==> config.mk <==
export PLATFORM = sky130hd
export DESIGN_NAME = ethernet_ipv4_header_parser_stats_unit_flat
export DESIGN_NICKNAME = d
export VERILOG_FILES = /design/src/sv/eihps_pkg.sv /design/src/sv/eihps_in_if.sv /design/src/sv/eihps_out_if.sv /design/src/sv/eihps_capture.sv /design/src/sv/eihps_stats.sv /design/src/sv/ethernet_ipv4_header_parser_stats_unit.sv /design/src/flat_wrapper.sv
export VERILOG_INCLUDE_DIRS = /design/src /design/src/sv
export SDC_FILE = /design/constraint.sdc
export NUM_CORES = 1
export LEC_CHECK = 0
export BUFFER_PORTS_ARGS = -buffer_cell sky130_fd_sc_hd__buf_2
export CORE_ASPECT_RATIO = 1.1
export CORE_MARGIN = 2
export CORE_UTILIZATION = 35
export DETAILED_ROUTE_END_ITERATION = 10
export PLACE_DENSITY = 0.61
export SYNTH_ARGS = -nofsm -noshare
export SYNTH_HDL_FRONTEND = slang
export SYNTH_SLANG_ARGS = --single-unit
==> constraint.sdc <==
create_clock -name clk_i -period 14 [get_ports clk_i]
set_input_delay 1.4 -clock clk_i [delete_from_list [all_inputs] [get_ports clk_i]]
set_output_delay 1.4 -clock clk_i [all_outputs]
set_load 0.05 [all_outputs]
==> src/sv/ethernet_ipv4_header_parser_stats_unit_macros.svh <==
// Assertion macros used by the statistics logic.
`ifndef ETHERNET_IPV4_HEADER_PARSER_STATS_UNIT_MACROS_SVH
`define ETHERNET_IPV4_HEADER_PARSER_STATS_UNIT_MACROS_SVH

// Same-cycle implication.
`define EIHPS_ASSERT_IMPL(name, clk, rst_n, ante, cons, msg) \
  name: assert property (@(posedge clk) disable iff (!(rst_n)) (ante) |-> (cons)) \
    else $error(msg);

// Next-cycle implication.
`define EIHPS_ASSERT_NEXT(name, clk, rst_n, ante, cons, msg) \
  name: assert property (@(posedge clk) disable iff (!(rst_n)) (ante) |=> (cons)) \
    else $error(msg);

`endif

==> src/sv/eihps_pkg.sv <==
package eihps_pkg;

  localparam int ETH_HDR_LEN   = 14;
  localparam int IP_MIN_LEN    = 34;
  localparam int ETH_TYPE_POS  = 12;
  localparam int IHL_POS       = 14;
  localparam int PROTO_POS     = 23;
  localparam int SRC_ADDR_POS  = 26;
  localparam int DST_ADDR_POS  = 30;
  localparam int TCP_HDR_MIN   = 20;
  localparam int UDP_HDR_LEN   = 8;
  localparam int L4_OFFSET_W   = 7;

  localparam logic [15:0] ETHERTYPE_IPV4 = 16'h0800;
  localparam logic [7:0]  IHL_MASK       = 8'h0F;
  localparam logic [7:0]  TCP_PROTOCOL   = 8'd6;
  localparam logic [7:0]  UDP_PROTOCOL   = 8'd17;
  localparam logic [7:0]  ICMP_PROTOCOL  = 8'd1;

  typedef struct packed {
    logic                   clear;
    logic [15:0]            ethertype;
    logic [7:0]             protocol;
    logic [31:0]            src_addr;
    logic [31:0]            dst_addr;
    logic [15:0]            l4_sport;
    logic [15:0]            l4_dport;
    logic [L4_OFFSET_W-1:0] l4_offset;
  } eihps_frame_t;

endpackage

==> src/sv/eihps_in_if.sv <==
interface eihps_in_if;
  logic       valid;
  logic       ready;
  logic       cmd;
  logic [7:0] data_byte;
  logic       last;

  modport source (output valid, output cmd, output data_byte, output last, input ready);
  modport sink (input valid, input cmd, input data_byte, input last, output ready);
endinterface

==> src/sv/eihps_out_if.sv <==
interface eihps_out_if;
  logic        valid;
  logic        ready;
  logic        accepted;
  logic [7:0]  protocol;
  logic [31:0] source_address;
  logic [31:0] destination_address;
  logic [15:0] source_port;
  logic [15:0] destination_port;
  logic [31:0] packet_total;
  logic [47:0] byte_total;
  logic [31:0] tcp_total;
  logic [31:0] udp_total;
  logic [31:0] icmp_total;
  logic [31:0] other_total;

  modport source (
    output valid, output accepted, output protocol, output source_address,
    output destination_address, output source_port, output destination_port,
    output packet_total, output byte_total, output tcp_total, output udp_total,
    output icmp_total, output other_total, input ready
  );
  modport sink (
    input valid, input accepted, input protocol, input source_address,
    input destination_address, input source_port, input destination_port,
    input packet_total, input byte_total, input tcp_total, input udp_total,
    input icmp_total, input other_total, output ready
  );
endinterface

==> src/sv/eihps_capture.sv <==
module eihps_capture #(
  parameter int LENGTH_BITS = 16
) (
  input  logic                    clk_i,
  input  logic                    rst_ni,
  eihps_in_if.sink                frame_i,
  output logic                    s_valid_o,
  input  logic                    s_ready_i,
  output eihps_pkg::eihps_frame_t s_frame_o,
  output logic [LENGTH_BITS-1:0]  s_len_o
);

  localparam int LW = eihps_pkg::L4_OFFSET_W;

  logic [LENGTH_BITS-1:0] pos_q, pos_d, len_inc, rel;
  logic                   xfer, byte_xfer;
  logic [15:0]            eth_q, eth_d;
  logic [3:0]             ihl_q, ihl_d, ihl_cur;
  logic [7:0]             ihl_byte;
  logic [7:0]             proto_q, proto_d;
  logic [31:0]            sa_q, sa_d, da_q, da_d;
  logic [15:0]            sp_q, sp_d, dp_q, dp_d;
  logic [LW-1:0]          l4;
  logic                   sv_q;
  eihps_pkg::eihps_frame_t sf_q;
  logic [LENGTH_BITS-1:0] sl_q;

  assign frame_i.ready = !sv_q || s_ready_i;
  assign xfer          = frame_i.valid && frame_i.ready;
  assign byte_xfer     = xfer && !frame_i.cmd;

  assign len_inc  = (pos_q == '1) ? pos_q : pos_q + LENGTH_BITS'(1);
  assign ihl_byte = frame_i.data_byte & eihps_pkg::IHL_MASK;
  assign ihl_cur  = (pos_q == LENGTH_BITS'(eihps_pkg::IHL_POS)) ? ihl_byte[3:0] : ihl_q;
  assign l4       = LW'(eihps_pkg::ETH_HDR_LEN) + {1'b0, ihl_cur, 2'b00};
  assign rel      = pos_q - LENGTH_BITS'(l4);

  always_comb begin
    pos_d   = pos_q;
    eth_d   = eth_q;
    ihl_d   = ihl_q;
    proto_d = proto_q;
    sa_d    = sa_q;
    da_d    = da_q;
    sp_d    = sp_q;
    dp_d    = dp_q;
    if (byte_xfer) begin
      pos_d = frame_i.last ? '0 : len_inc;
      if (pos_q >= LENGTH_BITS'(eihps_pkg::ETH_TYPE_POS) &&
          pos_q < LENGTH_BITS'(eihps_pkg::ETH_TYPE_POS + 2)) begin
        eth_d = {eth_q[7:0], frame_i.data_byte};
      end
      if (pos_q == LENGTH_BITS'(eihps_pkg::IHL_POS)) begin
        ihl_d = ihl_byte[3:0];
      end
      if (pos_q == LENGTH_BITS'(eihps_pkg::PROTO_POS)) begin
        proto_d = frame_i.data_byte;
      end
      if (pos_q >= LENGTH_BITS'(eihps_pkg::SRC_ADDR_POS) &&
          pos_q < LENGTH_BITS'(eihps_pkg::SRC_ADDR_POS + 4)) begin
        sa_d = {sa_q[23:0], frame_i.data_byte};
      end
      if (pos_q >= LENGTH_BITS'(eihps_pkg::DST_ADDR_POS) &&
          pos_q < LENGTH_BITS'(eihps_pkg::DST_ADDR_POS + 4)) begin
        da_d = {da_q[23:0], frame_i.data_byte};
      end
      if (pos_q >= LENGTH_BITS'(l4) && rel[LENGTH_BITS-1:2] == '0) begin
        if (rel[1]) begin
          dp_d = {dp_q[7:0], frame_i.data_byte};
        end else begin
          sp_d = {sp_q[7:0], frame_i.data_byte};
        end
      end
    end
  end

  always_ff @(posedge clk_i or negedge rst_ni) begin
    if (!rst_ni) begin
      pos_q <= '0;
      sv_q  <= 1'b0;
    end else begin
      pos_q <= pos_d;
      if (xfer && (frame_i.cmd || frame_i.last)) begin
        sv_q <= 1'b1;
      end else if (s_ready_i) begin
        sv_q <= 1'b0;
      end
    end
  end

  always_ff @(posedge clk_i) begin
    eth_q   <= eth_d;
    ihl_q   <= ihl_d;
    proto_q <= proto_d;
    sa_q    <= sa_d;
    da_q    <= da_d;
    sp_q    <= sp_d;
    dp_q    <= dp_d;
    if (xfer && (frame_i.cmd || frame_i.last)) begin
      sf_q.clear     <= frame_i.cmd;
      sf_q.ethertype <= eth_d;
      sf_q.protocol  <= proto_d;
      sf_q.src_addr  <= sa_d;
      sf_q.dst_addr  <= da_d;
      sf_q.l4_sport  <= sp_d;
      sf_q.l4_dport  <= dp_d;
      sf_q.l4_offset <= LW'(eihps_pkg::ETH_HDR_LEN) + {1'b0, ihl_d, 2'b00};
      sl_q           <= len_inc;
    end
  end

  assign s_valid_o = sv_q;
  assign s_frame_o = sf_q;
  assign s_len_o   = sl_q;

endmodule

==> src/sv/eihps_stats.sv <==
`include "ethernet_ipv4_header_parser_stats_unit_macros.svh"

module eihps_stats #(
  parameter int LENGTH_BITS = 16
) (
  input  logic                    clk_i,
  input  logic                    rst_ni,
  input  logic                    s_valid_i,
  output logic                    s_ready_o,
  input  eihps_pkg::eihps_frame_t s_frame_i,
  input  logic [LENGTH_BITS-1:0]  s_len_i,
  eihps_out_if.source             result_o
);

  localparam int LW = eihps_pkg::L4_OFFSET_W;

  logic        take, acc, ipv4, is_tcp, is_udp, is_icmp, ports_ok;
  logic [31:0] pkt_q, pkt_d, tcp_q, tcp_d, udp_q, udp_d, icmp_q, icmp_d, oth_q, oth_d;
  logic [47:0] bytes_q, bytes_d;
  logic        ov_q;
  logic        acc_q;
  logic [7:0]  proto_q;
  logic [31:0] sa_q, da_q;
  logic [15:0] sp_q, dp_q;
  logic [31:0] pkt_o_q, tcp_o_q, udp_o_q, icmp_o_q, oth_o_q;
  logic [47:0] bytes_o_q;

  assign s_ready_o = !ov_q || result_o.ready;
  assign take      = s_valid_i && s_ready_o;

  assign acc     = s_len_i >= LENGTH_BITS'(eihps_pkg::ETH_HDR_LEN);
  assign ipv4    = acc && s_frame_i.ethertype == eihps_pkg::ETHERTYPE_IPV4 &&
                   s_len_i >= LENGTH_BITS'(eihps_pkg::IP_MIN_LEN);
  assign is_tcp  = ipv4 && s_frame_i.protocol == eihps_pkg::TCP_PROTOCOL;
  assign is_udp  = ipv4 && s_frame_i.protocol == eihps_pkg::UDP_PROTOCOL;
  assign is_icmp = ipv4 && s_frame_i.protocol == eihps_pkg::ICMP_PROTOCOL;

  always_comb begin
    ports_ok = 1'b0;
    if (is_tcp) begin
      ports_ok = s_len_i >= LENGTH_BITS'(s_frame_i.l4_offset + LW'(eihps_pkg::TCP_HDR_MIN));
    end else if (is_udp) begin
      ports_ok = s_len_i >= LENGTH_BITS'(s_frame_i.l4_offset + LW'(eihps_pkg::UDP_HDR_LEN));
    end
  end

  always_comb begin
    pkt_d   = pkt_q;
    bytes_d = bytes_q;
    tcp_d   = tcp_q;
    udp_d   = udp_q;
    icmp_d  = icmp_q;
    oth_d   = oth_q;
    if (s_frame_i.clear) begin
      pkt_d   = '0;
      bytes_d = '0;
      tcp_d   = '0;
      udp_d   = '0;
      icmp_d  = '0;
      oth_d   = '0;
    end else if (acc) begin
      pkt_d   = pkt_q + 32'd1;
      bytes_d = bytes_q + 48'(s_len_i);
      if (is_tcp) begin
        tcp_d = tcp_q + 32'd1;
      end else if (is_udp) begin
        udp_d = udp_q + 32'd1;
      end else if (is_icmp) begin
        icmp_d = icmp_q + 32'd1;
      end else begin
        oth_d = oth_q + 32'd1;
      end
    end
  end

  always_ff @(posedge clk_i or negedge rst_ni) begin
    if (!rst_ni) begin
      pkt_q   <= '0;
      bytes_q <= '0;
      tcp_q   <= '0;
      udp_q   <= '0;
      icmp_q  <= '0;
      oth_q   <= '0;
      ov_q    <= 1'b0;
    end else begin
      if (take) begin
        pkt_q   <= pkt_d;
        bytes_q <= bytes_d;
        tcp_q   <= tcp_d;
        udp_q   <= udp_d;
        icmp_q  <= icmp_d;
        oth_q   <= oth_d;
      end
      if (take && !s_frame_i.clear) begin
        ov_q <= 1'b1;
      end else if (result_o.ready) begin
        ov_q <= 1'b0;
      end
    end
  end

  always_ff @(posedge clk_i) begin
    if (take && !s_frame_i.clear) begin
      acc_q     <= acc;
      proto_q   <= ipv4 ? s_frame_i.protocol : 8'd0;
      sa_q      <= ipv4 ? s_frame_i.src_addr : 32'd0;
      da_q      <= ipv4 ? s_frame_i.dst_addr : 32'd0;
      sp_q      <= ports_ok ? s_frame_i.l4_sport : 16'd0;
      dp_q      <= ports_ok ? s_frame_i.l4_dport : 16'd0;
      pkt_o_q   <= pkt_d;
      bytes_o_q <= bytes_d;
      tcp_o_q   <= tcp_d;
      udp_o_q   <= udp_d;
      icmp_o_q  <= icmp_d;
      oth_o_q   <= oth_d;
    end
  end

  assign result_o.valid               = ov_q;
  assign result_o.accepted            = acc_q;
  assign result_o.protocol            = proto_q;
  assign result_o.source_address      = sa_q;
  assign result_o.destination_address = da_q;
  assign result_o.source_port         = sp_q;
  assign result_o.destination_port    = dp_q;
  assign result_o.packet_total        = pkt_o_q;
  assign result_o.byte_total          = bytes_o_q;
  assign result_o.tcp_total           = tcp_o_q;
  assign result_o.udp_total           = udp_o_q;
  assign result_o.icmp_total          = icmp_o_q;
  assign result_o.other_total         = oth_o_q;

  `EIHPS_ASSERT_NEXT(a_clear_zeroes, clk_i, rst_ni, take && s_frame_i.clear,
    pkt_q == 32'd0 && bytes_q == 48'd0 && oth_q == 32'd0, "counters not cleared")
  `EIHPS_ASSERT_NEXT(a_pkt_count, clk_i, rst_ni, take && !s_frame_i.clear && acc,
    pkt_q == $past(pkt_q) + 32'd1, "packet counter did not advance")
  `EIHPS_ASSERT_IMPL(a_reject_empty, clk_i, rst_ni, ov_q && !acc_q,
    proto_q == 8'd0 && sa_q == 32'd0 && sp_q == 16'd0, "rejected frame has header fields")
  `EIHPS_ASSERT_IMPL(a_ports_l4, clk_i, rst_ni, ov_q && (sp_q != 16'd0 || dp_q != 16'd0),
    proto_q == eihps_pkg::TCP_PROTOCOL || proto_q == eihps_pkg::UDP_PROTOCOL,
    "ports reported for a frame that is neither TCP nor UDP")

endmodule

==> src/sv/ethernet_ipv4_header_parser_stats_unit.sv <==
// Ethernet/IPv4 header parser with traffic statistics.
// The frame_i channel carries one item per transfer: a frame byte in wire order
// with a last flag, or a clear command that zeroes all statistics counters.
// Header fields are picked off the byte stream as they pass, so one byte is
// taken in every cycle while frame_i.ready is high and frames may follow each
// other with no gap. The result_o channel carries one result for each frame,
// registered in the summary and then the result register: the accept flag,
// the IPv4 protocol and addresses, the TCP or UDP ports and the counter values
// after that frame. A clear command produces no result and leaves a frame in
// progress untouched. Frame length saturates at LENGTH_BITS bits.
// A frame summary register and the result register sit between the two
// channels, so new bytes are taken while a result waits to be taken. When the
// receiver stalls, the result holds, the summary register fills and then
// frame_i.ready drops until result_o transfers.
// Reset clears the length count, all counters and both valid flags; the block
// takes bytes as soon as reset is released.
module ethernet_ipv4_header_parser_stats_unit #(
  parameter int LENGTH_BITS = 16
) (
  input logic         clk_i,
  input logic         rst_ni,
  eihps_in_if.sink    frame_i,
  eihps_out_if.source result_o
);

  logic                    s_valid, s_ready;
  eihps_pkg::eihps_frame_t s_frame;
  logic [LENGTH_BITS-1:0]  s_len;

  eihps_capture #(
    .LENGTH_BITS (LENGTH_BITS)
  ) u_capture (
    .clk_i     (clk_i),
    .rst_ni    (rst_ni),
    .frame_i   (frame_i),
    .s_valid_o (s_valid),
    .s_ready_i (s_ready),
    .s_frame_o (s_frame),
    .s_len_o   (s_len)
  );

  eihps_stats #(
    .LENGTH_BITS (LENGTH_BITS)
  ) u_stats (
    .clk_i     (clk_i),
    .rst_ni    (rst_ni),
    .s_valid_i (s_valid),
    .s_ready_o (s_ready),
    .s_frame_i (s_frame),
    .s_len_i   (s_len),
    .result_o  (result_o)
  );

endmodule
==> src/flat_wrapper.sv <==
// flat-port wrapper written by rule: the top's interface ports become plain ports
module ethernet_ipv4_header_parser_stats_unit_flat 
#(
  parameter int LENGTH_BITS = 16
)
  (clk_i, rst_ni, frame_i_valid, frame_i_cmd, frame_i_data_byte, frame_i_last, frame_i_ready, result_o_valid, result_o_accepted, result_o_protocol, result_o_source_address, result_o_destination_address, result_o_source_port, result_o_destination_port, result_o_packet_total, result_o_byte_total, result_o_tcp_total, result_o_udp_total, result_o_icmp_total, result_o_other_total, result_o_ready);
  eihps_in_if frame_i_i ();
  eihps_out_if result_o_i ();
  input logic clk_i;
  input logic rst_ni;
  input wire logic [$bits(frame_i_i.valid)-1:0] frame_i_valid;
  input wire logic [$bits(frame_i_i.cmd)-1:0] frame_i_cmd;
  input wire logic [$bits(frame_i_i.data_byte)-1:0] frame_i_data_byte;
  input wire logic [$bits(frame_i_i.last)-1:0] frame_i_last;
  output wire logic [$bits(frame_i_i.ready)-1:0] frame_i_ready;
  output wire logic [$bits(result_o_i.valid)-1:0] result_o_valid;
  output wire logic [$bits(result_o_i.accepted)-1:0] result_o_accepted;
  output wire logic [$bits(result_o_i.protocol)-1:0] result_o_protocol;
  output wire logic [$bits(result_o_i.source_address)-1:0] result_o_source_address;
  output wire logic [$bits(result_o_i.destination_address)-1:0] result_o_destination_address;
  output wire logic [$bits(result_o_i.source_port)-1:0] result_o_source_port;
  output wire logic [$bits(result_o_i.destination_port)-1:0] result_o_destination_port;
  output wire logic [$bits(result_o_i.packet_total)-1:0] result_o_packet_total;
  output wire logic [$bits(result_o_i.byte_total)-1:0] result_o_byte_total;
  output wire logic [$bits(result_o_i.tcp_total)-1:0] result_o_tcp_total;
  output wire logic [$bits(result_o_i.udp_total)-1:0] result_o_udp_total;
  output wire logic [$bits(result_o_i.icmp_total)-1:0] result_o_icmp_total;
  output wire logic [$bits(result_o_i.other_total)-1:0] result_o_other_total;
  input wire logic [$bits(result_o_i.ready)-1:0] result_o_ready;
  assign frame_i_i.valid = frame_i_valid;
  assign frame_i_i.cmd = frame_i_cmd;
  assign frame_i_i.data_byte = frame_i_data_byte;
  assign frame_i_i.last = frame_i_last;
  assign frame_i_ready = frame_i_i.ready;
  assign result_o_valid = result_o_i.valid;
  assign result_o_accepted = result_o_i.accepted;
  assign result_o_protocol = result_o_i.protocol;
  assign result_o_source_address = result_o_i.source_address;
  assign result_o_destination_address = result_o_i.destination_address;
  assign result_o_source_port = result_o_i.source_port;
  assign result_o_destination_port = result_o_i.destination_port;
  assign result_o_packet_total = result_o_i.packet_total;
  assign result_o_byte_total = result_o_i.byte_total;
  assign result_o_tcp_total = result_o_i.tcp_total;
  assign result_o_udp_total = result_o_i.udp_total;
  assign result_o_icmp_total = result_o_i.icmp_total;
  assign result_o_other_total = result_o_i.other_total;
  assign result_o_i.ready = result_o_ready;
  ethernet_ipv4_header_parser_stats_unit #(.LENGTH_BITS(LENGTH_BITS)) u_core (.clk_i(clk_i), .rst_ni(rst_ni), .frame_i(frame_i_i), .result_o(result_o_i));
endmodule
==> metrics.cfg <==
[power_and_ir_drop]
pwr-share-clk = 0.413
power_density_nw_per_um2 = 145.1
max-vdd-ir-drop_v = 0.0001070
seqPwrFrac = 0.451
combPwrFrac = 0.136
p_sw_frac = 0.2844
p_int_uw = 4435
p_sw_uw = 1763
p_leak_uw = 0.01675

[timing]
fin_tns_setup_ns = 0
setup_viol = 0
slew_headroom = 0.2304
hold_viol = 0
period_needed_ns = 5.313
rsz0062_at_grt = false
max_freq_mhz = 188.2
slew_viol_final = 0
tightest_slew_ns = 1.152
fin_crit_sh = 0.3795
skew_ns = 0.07360
whs_ns = 0.4594

[synth]
synth-edff-count = 455
synth.area.top_cells = edfxtp_1 (37%), dfrtp_1 (15%), dfxtp_1 (6.8%)
synth_top_area_share = 0.3736
synthFlopType = edfxtp_1
synthXorXnorAreaFrac = 0.04742
synth_nets = 3263
muxShareOfSynthArea = 0.06398
synth-seq-cells = 805
ys_seq_area_frac = 0.5962
syn-mean-instance-area_um2 = 11.42
synthAdderAreaFrac = 0.01615
synth_compound_area_frac = 0.08373
netlist-cell-type-count = 82
synth_top_family_by_area = simple AND/OR/NAND/NOR gates
synthArstFlopShare = 0.2807
syn-cell-area_um2 = 36570
ys_warn_count = 0
syn_inst = 3203
synth-simple-area-share = 0.1674
yosysTopAreaCell = edfxtp_1

[setup_path]
crit_arrival_ns = 5.75
cpLargestDelayFamily = simple AND/OR/NAND/NOR gates
reg2regPathDepth = 13
crit_chain = inv_1 -> nor4b_1 -> nand4_2 -> mux2i_1 -> ha_1 -> ha_1 -> nand2b_1 -> nor2b_1 -> o21ai_0 -> a21oi_1 -> o32ai_1 -> and4_1 -> mux2_1
cp-start-kind = register
cp_common_cell = ha_1
critical_path.max_fanout = 16
cp.depth = 13
worst-endpoint-required_ns = 14.44
crit_type = register to register
cp.buffers_inverters = 1
slowest_stage = and4_1
slowest_delay_ns = 0.83
endpoint_kind = register

[die]
rows = 124
die_area_um2 = 107100
initial_core_util = 0.3523
die_h_um = 343.0
die_w_um = 312.2
io_pins = 329
coreArea_um2 = 103800

[clocking]
clk_latency_ns = 0.70
clockBufferDepth = 3
cts_hold_buffers = 0
cts_buffers = 88
cts-root-buf = clkbuf_16
cts_tree = done
post_cts_buffers = 0
cts_resized = 0
clkTransAtPathRegs_ns = 0.07
htreeDepth = 3
clkSinkCount = 805

[grt]
grt_pass1_wl_um = 141200
grt_overflow = 0
grt_pass1_vias = 24360
antenna_found_initial = 3
grt_use_total = 0.1673
grt_max_degree = 231

[route]
route.vias.total = 25130
drtIter0Drc = 1962
wirelength_um = 91460
drtPass1Iterations = 5
viasPerCell = 5.107
drc = 0
routedWlPerCell_um = 18.59
ant_nets = 0

[worst_hold_path]
worstHoldPathCells = 1
hp-class = register to register

[placement]
port_buffers = 328
gp_congestion = 0.8221
dpl.hpwl_um = 58970

[run]
cap_violations = 0

[layout]
final_nets = 3519
drive_gt1_frac = 0.1861
largest_register_ffs = 126
diodes = 0
syn2layout_area_growth_pct = 16.78

[outcome]
outcome = finished clean

[power groups by stage]
stage / Sequential, µW / Clock [µW] / Combinational, µW
6_report: 2790 / 2560 / 846
5_1_grt: 2810 / 2730 / 936
4_1_cts: 2790 / 2630 / 855
3_5_place_dp: 2840 / 0 / 851
3_3_place_gp: 2840 / 0 / 838
2_1_floorplan: 3010 / 0 / 461
[cell usage after synthesis (all sizes together) (40+ instances only)]
cell and instances:
inv 40, mux2i 92, edfxtp 455, clkbuf 154, xnor2 95, nor3 50, xor2 103, mux2 126
nor2 347, nor4 47, dfxtp 124, nand3 116, o21ai 188, ha 44, nand4 52, nand2 331
dfrtp 226, a21oi 75, and3 135
[cell usage in the layout, fill, tap and decap left out, types with 19 or more instances in the layout]
cell type,instances
a21boi_0,33
a21o_1,22
a21oi_1,75
a311o_1,19
and2_1,33
and3_1,134
buf_2,327
buf_4,24
clkbuf_16,88
dfrtp_1,226
dfxtp_1,124
edfxtp_1,455
ha_1,44
inv_1,38
mux2_1,20
mux2_2,106
mux2i_1,92
nand2_1,330
nand3_1,115
nand4_1,48
nor2_1,344
nor3_1,48
nor4_1,37
o211ai_1,19
o21ai_0,185
o31ai_1,25
xnor2_1,95
xor2_1,103
[stage by stage]
step | utilization | power, µW | setup WS (ns) | instances | instance area (µm²)
floorplan | - | 3475 | 2.434 | 3203 | 36570
CTS | 0.4114 | 6280 | 8.723 | 4921 | 42700
finish | 0.4114 | 6198 | 8.687 | 4921 | 42700
global route | 0.4114 | 6475 | 8.251 | 4921 | 42700
global placement | 0.3800 | 3675 | 8.031 | 4755 | 39440
detailed placement | 0.3800 | 3691 | 7.971 | 4755 | 39440
[kinds of logic (layout without fill, tap and decap cells)]
group	after synthesis	count (layout)
AOI/OAI and AO/OA	479	479
xor gates and xnor gates	198	198
adders and majority gates	46	46
buffers and inverters	228	560
DFF	805	805
muxes	218	218
and+or+nand+nor	1229	1229
[cell type report]
type	instances	area [µm²]
multi-input combinational	2170	13880
inverter	40	157.7
tap	1386	1734
timing repair buffer	354	1872
fill	9775	61090
sequential	805	21800
clock inverter	60	930.9
clock buffer	106	2330
[worst register-to-register path, stage by stage, from the launching register on]
cell and delay, ns:
dfrtp_1 0.61, inv_1 0.23, nor4b_1 0.48, nand4_2 0.30, mux2i_1 0.43, ha_1 0.32
ha_1 0.33, nand2b_1 0.10, nor2b_1 0.16, o21ai_0 0.33, a21oi_1 0.12, o32ai_1 0.45
and4_1 0.83, mux2_1 0.43
[final timing paths]
path                                                       start                                       end  slack, ns
setup / recovery           u_core.u_capture.pos_q[1]$_DFFE_PN0P_  u_core.u_capture.s_frame_o[20]$_DFFE_PP_       8.69
hold / removal                 u_core.u_capture.dp_q[10]$_DFF_P_         u_core.u_capture.dp_q[10]$_DFF_P_       0.46
setup reg to reg           u_core.u_capture.pos_q[1]$_DFFE_PN0P_  u_core.u_capture.s_frame_o[20]$_DFFE_PP_       8.69
hold reg to reg                u_core.u_capture.dp_q[10]$_DFF_P_         u_core.u_capture.dp_q[10]$_DFF_P_       0.46
max in group asynchronous                                 rst_ni      u_core.u_stats.udp_q[22]$_DFFE_PN0P_      11.64
min in group asynchronous                                 rst_ni      u_core.u_stats.pkt_q[24]$_DFFE_PN0P_       0.79
[layer usage]
metal / wire length (µm) / vias to the layer above / track usage
li1: - / 12140 / -
met1: 40820 / 12250 / 0.2236
met2: 42420 / 618 / 0.2660
met3: 6512 / 131 / 0.04884
met4: 1702 / 0 / 0.04287
met5: 0 / - / 0
No activity file was read; power rests on OpenSTA's default activity.
